`src/ffaa_pkg.sv`:
```
`timescale 1ns / 1ps

package ffaa_pkg;

   localparam int ARENA_BYTES  = 512;
   localparam int HEADER_BYTES = 7;
   localparam int AW           = $clog2(ARENA_BYTES);
   localparam int SENT_AT      = ARENA_BYTES - HEADER_BYTES;

   typedef logic [AW-1:0] off_type;
   typedef logic [AW:0]   offx_type;
   typedef logic [8:0]    ofs_type;

   localparam off_type HDR_A  = off_type'(HEADER_BYTES);
   localparam off_type SENT_A = off_type'(SENT_AT);

   localparam logic [1:0] CMD_ALLOC = 2'd0;
   localparam logic [1:0] CMD_FREE  = 2'd1;
   localparam logic [1:0] CMD_INIT  = 2'd2;

   localparam logic [1:0] ST_OK  = 2'd0;
   localparam logic [1:0] ST_OOM = 2'd1;
   localparam logic [1:0] ST_BAD = 2'd2;

   localparam logic [3:0] OP_NONE    = 4'd0;
   localparam logic [3:0] OP_SWEEP   = 4'd1;
   localparam logic [3:0] OP_A_FIRST = 4'd2;
   localparam logic [3:0] OP_A_WALK  = 4'd3;
   localparam logic [3:0] OP_A_TAKE  = 4'd4;
   localparam logic [3:0] OP_A_SPLIT = 4'd5;
   localparam logic [3:0] OP_A_FIX   = 4'd6;
   localparam logic [3:0] OP_F_FIRST = 4'd7;
   localparam logic [3:0] OP_F_HDR   = 4'd8;
   localparam logic [3:0] OP_F_NX    = 4'd9;
   localparam logic [3:0] OP_F_NN    = 4'd10;
   localparam logic [3:0] OP_F_WH    = 4'd11;
   localparam logic [3:0] OP_F_PV    = 4'd12;
   localparam logic [3:0] OP_F_PN    = 4'd13;
   localparam logic [3:0] OP_F_PI    = 4'd14;

   typedef struct packed {
      logic [1:0]  cmd;
      logic [14:0] request_size;
      logic [8:0]  block_address;
   } req_type;

   typedef struct packed {
      ofs_type    payload_offset;
      logic [1:0] status;
   } rsp_type;

   typedef struct packed {
      logic    valid;
      logic    free;
      off_type prev;
      off_type next;
      off_type size;
   } hdr_type;

   typedef struct packed {
      logic       capture;
      logic [3:0] op;
      logic       done;
      logic [1:0] status;
      logic       give_off;
   } ctl_type;

   typedef struct packed {
      logic [1:0] cmd;
      logic       addr_bad;
      logic       fit;
      logic       split;
      logic       last;
      logic       hdr_valid;
      logic       nx_merge;
      logic       pv_free;
      logic       h_zero;
      logic       sweep_last;
   } sts_type;

endpackage

```
`src/ffaa_ctrl.sv`:
```
`timescale 1ns / 1ps

module ffaa_ctrl (
   input  logic              clock,
   input  logic              reset,
   input  logic              start,
   input  ffaa_pkg::sts_type sts,
   output logic              busy,
   output logic              rsp_valid,
   output ffaa_pkg::ctl_type ctl
);

   localparam logic [3:0] S_CLR     = 4'd0;
   localparam logic [3:0] S_IDLE    = 4'd1;
   localparam logic [3:0] S_GO      = 4'd2;
   localparam logic [3:0] S_A_CHK   = 4'd3;
   localparam logic [3:0] S_A_SPLIT = 4'd4;
   localparam logic [3:0] S_A_FIX   = 4'd5;
   localparam logic [3:0] S_F_HDR   = 4'd6;
   localparam logic [3:0] S_F_NX    = 4'd7;
   localparam logic [3:0] S_F_NN    = 4'd8;
   localparam logic [3:0] S_F_WH    = 4'd9;
   localparam logic [3:0] S_F_PV    = 4'd10;
   localparam logic [3:0] S_F_PN    = 4'd11;
   localparam logic [3:0] S_F_PI    = 4'd12;

   logic [3:0] state_ff, state_in;
   logic       pend_ff, pend_in;
   logic       rsp_valid_ff;

   always_comb begin
      state_in = state_ff;
      pend_in  = pend_ff;
      ctl      = '0;
      case (state_ff)
         S_CLR: begin
            ctl.op = ffaa_pkg::OP_SWEEP;
            if (sts.sweep_last) begin
               state_in   = S_IDLE;
               ctl.done   = pend_ff;
               ctl.status = ffaa_pkg::ST_OK;
               pend_in    = 1'b0;
            end
         end
         S_IDLE: begin
            if (start) begin
               ctl.capture = 1'b1;
               state_in    = S_GO;
            end
         end
         S_GO: begin
            case (sts.cmd)
               ffaa_pkg::CMD_ALLOC: begin
                  ctl.op   = ffaa_pkg::OP_A_FIRST;
                  state_in = S_A_CHK;
               end
               ffaa_pkg::CMD_FREE: begin
                  if (sts.addr_bad) begin
                     ctl.done   = 1'b1;
                     ctl.status = ffaa_pkg::ST_BAD;
                     state_in   = S_IDLE;
                  end else begin
                     ctl.op   = ffaa_pkg::OP_F_FIRST;
                     state_in = S_F_HDR;
                  end
               end
               ffaa_pkg::CMD_INIT: begin
                  pend_in  = 1'b1;
                  state_in = S_CLR;
               end
               default: begin
                  ctl.done   = 1'b1;
                  ctl.status = ffaa_pkg::ST_OK;
                  state_in   = S_IDLE;
               end
            endcase
         end
         S_A_CHK: begin
            if (sts.fit) begin
               ctl.op = ffaa_pkg::OP_A_TAKE;
               if (sts.split) begin
                  state_in = S_A_SPLIT;
               end else begin
                  ctl.done     = 1'b1;
                  ctl.status   = ffaa_pkg::ST_OK;
                  ctl.give_off = 1'b1;
                  state_in     = S_IDLE;
               end
            end else if (sts.last) begin
               ctl.done   = 1'b1;
               ctl.status = ffaa_pkg::ST_OOM;
               state_in   = S_IDLE;
            end else begin
               ctl.op = ffaa_pkg::OP_A_WALK;
            end
         end
         S_A_SPLIT: begin
            ctl.op   = ffaa_pkg::OP_A_SPLIT;
            state_in = S_A_FIX;
         end
         S_A_FIX: begin
            ctl.op       = ffaa_pkg::OP_A_FIX;
            ctl.done     = 1'b1;
            ctl.status   = ffaa_pkg::ST_OK;
            ctl.give_off = 1'b1;
            state_in     = S_IDLE;
         end
         S_F_HDR: begin
            if (!sts.hdr_valid) begin
               ctl.done   = 1'b1;
               ctl.status = ffaa_pkg::ST_BAD;
               state_in   = S_IDLE;
            end else begin
               ctl.op   = ffaa_pkg::OP_F_HDR;
               state_in = S_F_NX;
            end
         end
         S_F_NX: begin
            if (sts.nx_merge) begin
               ctl.op   = ffaa_pkg::OP_F_NX;
               state_in = S_F_NN;
            end else begin
               state_in = S_F_WH;
            end
         end
         S_F_NN: begin
            ctl.op   = ffaa_pkg::OP_F_NN;
            state_in = S_F_WH;
         end
         S_F_WH: begin
            ctl.op = ffaa_pkg::OP_F_WH;
            if (sts.h_zero) begin
               ctl.done   = 1'b1;
               ctl.status = ffaa_pkg::ST_OK;
               state_in   = S_IDLE;
            end else begin
               state_in = S_F_PV;
            end
         end
         S_F_PV: begin
            if (sts.pv_free) begin
               ctl.op   = ffaa_pkg::OP_F_PV;
               state_in = S_F_PN;
            end else begin
               ctl.done   = 1'b1;
               ctl.status = ffaa_pkg::ST_OK;
               state_in   = S_IDLE;
            end
         end
         S_F_PN: begin
            ctl.op   = ffaa_pkg::OP_F_PN;
            state_in = S_F_PI;
         end
         S_F_PI: begin
            ctl.op     = ffaa_pkg::OP_F_PI;
            ctl.done   = 1'b1;
            ctl.status = ffaa_pkg::ST_OK;
            state_in   = S_IDLE;
         end
         default: begin
            state_in = S_IDLE;
         end
      endcase
   end

   always_ff @(posedge clock) begin
      if (reset) begin
         state_ff     <= S_CLR;
         pend_ff      <= 1'b0;
         rsp_valid_ff <= 1'b0;
      end else begin
         state_ff     <= state_in;
         pend_ff      <= pend_in;
         rsp_valid_ff <= ctl.done;
      end
   end

   assign busy      = state_ff != S_IDLE;
   assign rsp_valid = rsp_valid_ff;

endmodule

```
`config.mk`:
```
export PLATFORM = sky130hd
export DESIGN_NAME = ffaa_ctrl
export DESIGN_NICKNAME = d
export VERILOG_FILES = /design/src/ffaa_pkg.sv /design/src/ffaa_ctrl.sv
export SDC_FILE = /design/constraint.sdc
export NUM_CORES = 1
export LEC_CHECK = 0
export BUFFER_PORTS_ARGS = -buffer_cell sky130_fd_sc_hd__buf_2
export CAP_MARGIN = 20
export CORE_MARGIN = 4
export CORE_UTILIZATION = 48
export DETAILED_ROUTE_END_ITERATION = 10
export PLACE_DENSITY = 0.82
export SYNTH_ARGS = -nofsm -noshare
export SYNTH_HDL_FRONTEND = slang
export SYNTH_SLANG_ARGS = --single-unit
export TNS_END_PERCENT = 50
```
`constraint.sdc`:
```
create_clock -name clock -period 1.8 [get_ports clock]
set_input_delay 0.27 -clock clock [delete_from_list [all_inputs] [get_ports clock]]
set_output_delay 0.27 -clock clock [all_outputs]
set_load 0.005 [all_outputs]
```
==> flow_summary.toml <==
[run_status]
status = "completed"

[power_and_ir_drop]
p_leak_nw = 0.369
p_int_mw = 0.269
combPwrFrac = 0.312
seqPwrFrac = 0.372
pwr-share-clk = 0.316
total_power_mw = 0.386
netSwitchingFraction = 0.304
p_switching_mw = 0.117
vdd_ir_drop_max_mv = 0.297
powerDensity_nw_per_um2 = 428

[setup_path]
r2r_end = "state_ff[1]"
required_ps = 1530
crit_type = "flop to primary output"
crit_path_max_fanout = 13
crit_start = "state_ff[3]"
reg2reg_depth = 5
cp-end-kind = "primary output"
critPathCapture = "ctl[5]"
worst_ep_arrival_time_ps = 1510
worstReg2RegStart = "state_ff[0]"
startpoint_type = "flop"
regToRegSetupSlack_ps = 250

[logic_synthesis]
synthFlopType = "dfxtp_1"
synth-async-reset-ratio = 0
synth_seq_cells = 6
syn_area_um2 = 697
ys_top_cells_by_area = "dfxtp_1, nand2_1, a21oi_1"
synth_top_cell_by_area = "dfxtp_1"
yosysUniqueCellTypes = 41
yosys_warnings = 0
synth-seq-area-share = 0.172
synth_top_area_frac = 0.172
synth-edff-count = 0
synth_nets = 113
avgSynthCellArea_um2 = 7.04
synthCells = 99

[detailed_routing]
drt_first_pass_iters = 4
routed_wl_um = 2250
wl_per_cell_um = 16.2
via_per_inst = 6.13
drt_iter0_drc = 29
num_vias = 852
ant_nets = 0
drc = 0

[finish]
most-common-layout-cells = "buf_2, nand2_1, nor2_1, a21oi_1, o21ai_0"
multi_input_area_um2 = 567
fillers = 126
final_cell_area_um2 = 902
seq_area_um2 = 125
final_util = 0.676
area_delta_synth_final_pct = 29.4
diodes = 0
drive_above_1_share = 0.379
layout_commonest_cell = "buf_2"
nNetsFinal = 140

[placed_design]
gp_congestion = 0.971
dp_hpwl_um = 1660
io_buffers = 24
place_worst_setup_slack_ps = 107
place_area_um2 = 831

[grt]
grt_pass1_vias = 794
antenna_found_initial = 0
grt_usage = 0.227
grt_pass1_wl_um = 3510
grt_start_max_net_pins = 18
grt-ovfl-total = 0

[clock_tree]
cts_tree = "yes"
postCtsSetupBuffers = 0
clock-sinks = 6
cts_htree_levels = 1
cts_buffers = 3
clk_latency_ps = 240
clk_pin_slew_worst_paths_ps = 50
clockBufferDepth = 2
clock-root-buffer = "clkbuf_4"

[sta]
maxSlewHeadroom = 0.722
worstMarginPinSlew_ps = 415
hold_viol_final = 0
final-max-slew-violation-count = 0
finalSetupViolCount = 0
fin_crit_sh = 0.991
finClkSkew_ps = 3.20
rsz0062_at_grt = "yes"
fin_crit_ps = 1780
fmax_mhz = 561
layout_setup_ws_ps = 16.1

[floorplan]
dieArea_um2 = 2130
dieWidth_um = 46.1
rows = 13
core_area_um2 = 1330
initial_utilization = 0.523
io_pins = 25
fp.dieH_um = 46.1

[job]
cap_violations = 0

[worst_hold_path]
hp-class = "input port to flop"
## final cells by class
cell class	count	share of cell area
flip-flops and latches	6	0.139
multi-input cells	83	0.628
well taps	15	0.0208
repair buffers	28	0.171
clock buffers	3	0.0250
inverters	4	0.0166
## how the worst min path moves through the flow
stage	end	depth (start not counted)	start	slack [ps]
after global routing	pend_ff	2	sts[0]	270
after floorplan	state_ff[1]	1	reset	340
after detailed placement	pend_ff	2	sts[0]	510
final	pend_ff	2	sts[0]	260
after CTS	pend_ff	2	sts[0]	260
after global placement	pend_ff	2	sts[0]	510
## critical path, stage by stage, from the launching register on
cell       delay (ps)
dfxtp_2           390
nand4bb_2         330
nor3_2            250
a21oi_2           100
o21ai_0            90
buf_2             130
## registers in the layout (all words and copies together), names as in the netlist
register / flops
rsp_valid: 1
state_ff: 4
pend_ff: 1
## synthesized netlist by cell type, types with 2 or more instances
| cell type | count |
|---|---|
| o22ai_1 | 3 |
| nand3_1 | 2 |
| xnor2_1 | 2 |
| nor2b_1 | 4 |
| a21oi_1 | 8 |
| a31oi_1 | 3 |
| nand2b_1 | 5 |
| nand2_1 | 11 |
| o2bb2ai_1 | 2 |
| o21ai_0 | 5 |
| nor3b_1 | 2 |
| nor3_1 | 4 |
| nor2_1 | 8 |
| inv_1 | 3 |
| dfxtp_1 | 6 |
| buf_2 | 4 |
| and2_1 | 2 |
| a2bb2oi_1 | 2 |
## layer usage
metal	vias to the layer above	GRT usage	wire (um)
met1	398	0.274	976
li1	416	-	-
met4	0	0.102	21
met5	-	0	0
met2	36	0.387	1100
met3	2	0.0391	150
## per-stage QoR
| stage | hold slack, ps | cells | setup TNS (ps) |
|---|---|---|---|
| 2_1_floorplan | 338 | 99 | 0 |
| 3_3_place_gp | 509 | 136 | 0 |
| 3_5_place_dp | 507 | 136 | 0 |
| 4_1_cts | 255 | 139 | -14.7 |
| 5_1_grt | 270 | 139 | -203 |
| 6_report | 261 | 139 | 0 |
## repair_timing
item,in CTS,in global routing
gates cloned,0,0
endpoints found under the hold margin,0,0
gates resized for setup,8,6
hold buffers,0,0
setup endpoints to repair,4,5
## power by group through the flow
stage                     Sequential (mW)  Combinational [mW]  Clock [mW]
after floorplan                     0.141              0.0702           0
after global placement              0.144               0.108           0
after detailed placement            0.144               0.111           0
after CTS                           0.142               0.116       0.125
after global routing                0.144               0.131       0.132
final                               0.143               0.120       0.122
## logic make-up after synthesis
logic type / Yosys count / share of synthesized area
buf+inv: 10 / 0.0718
compound gates: 33 / 0.338
flops: 6 / 0.172
mux: 1 / 0.0144
xor+xnor: 2 / 0.0251
simple gates: 47 / 0.379
No activity file was read; power rests on OpenSTA's default activity.
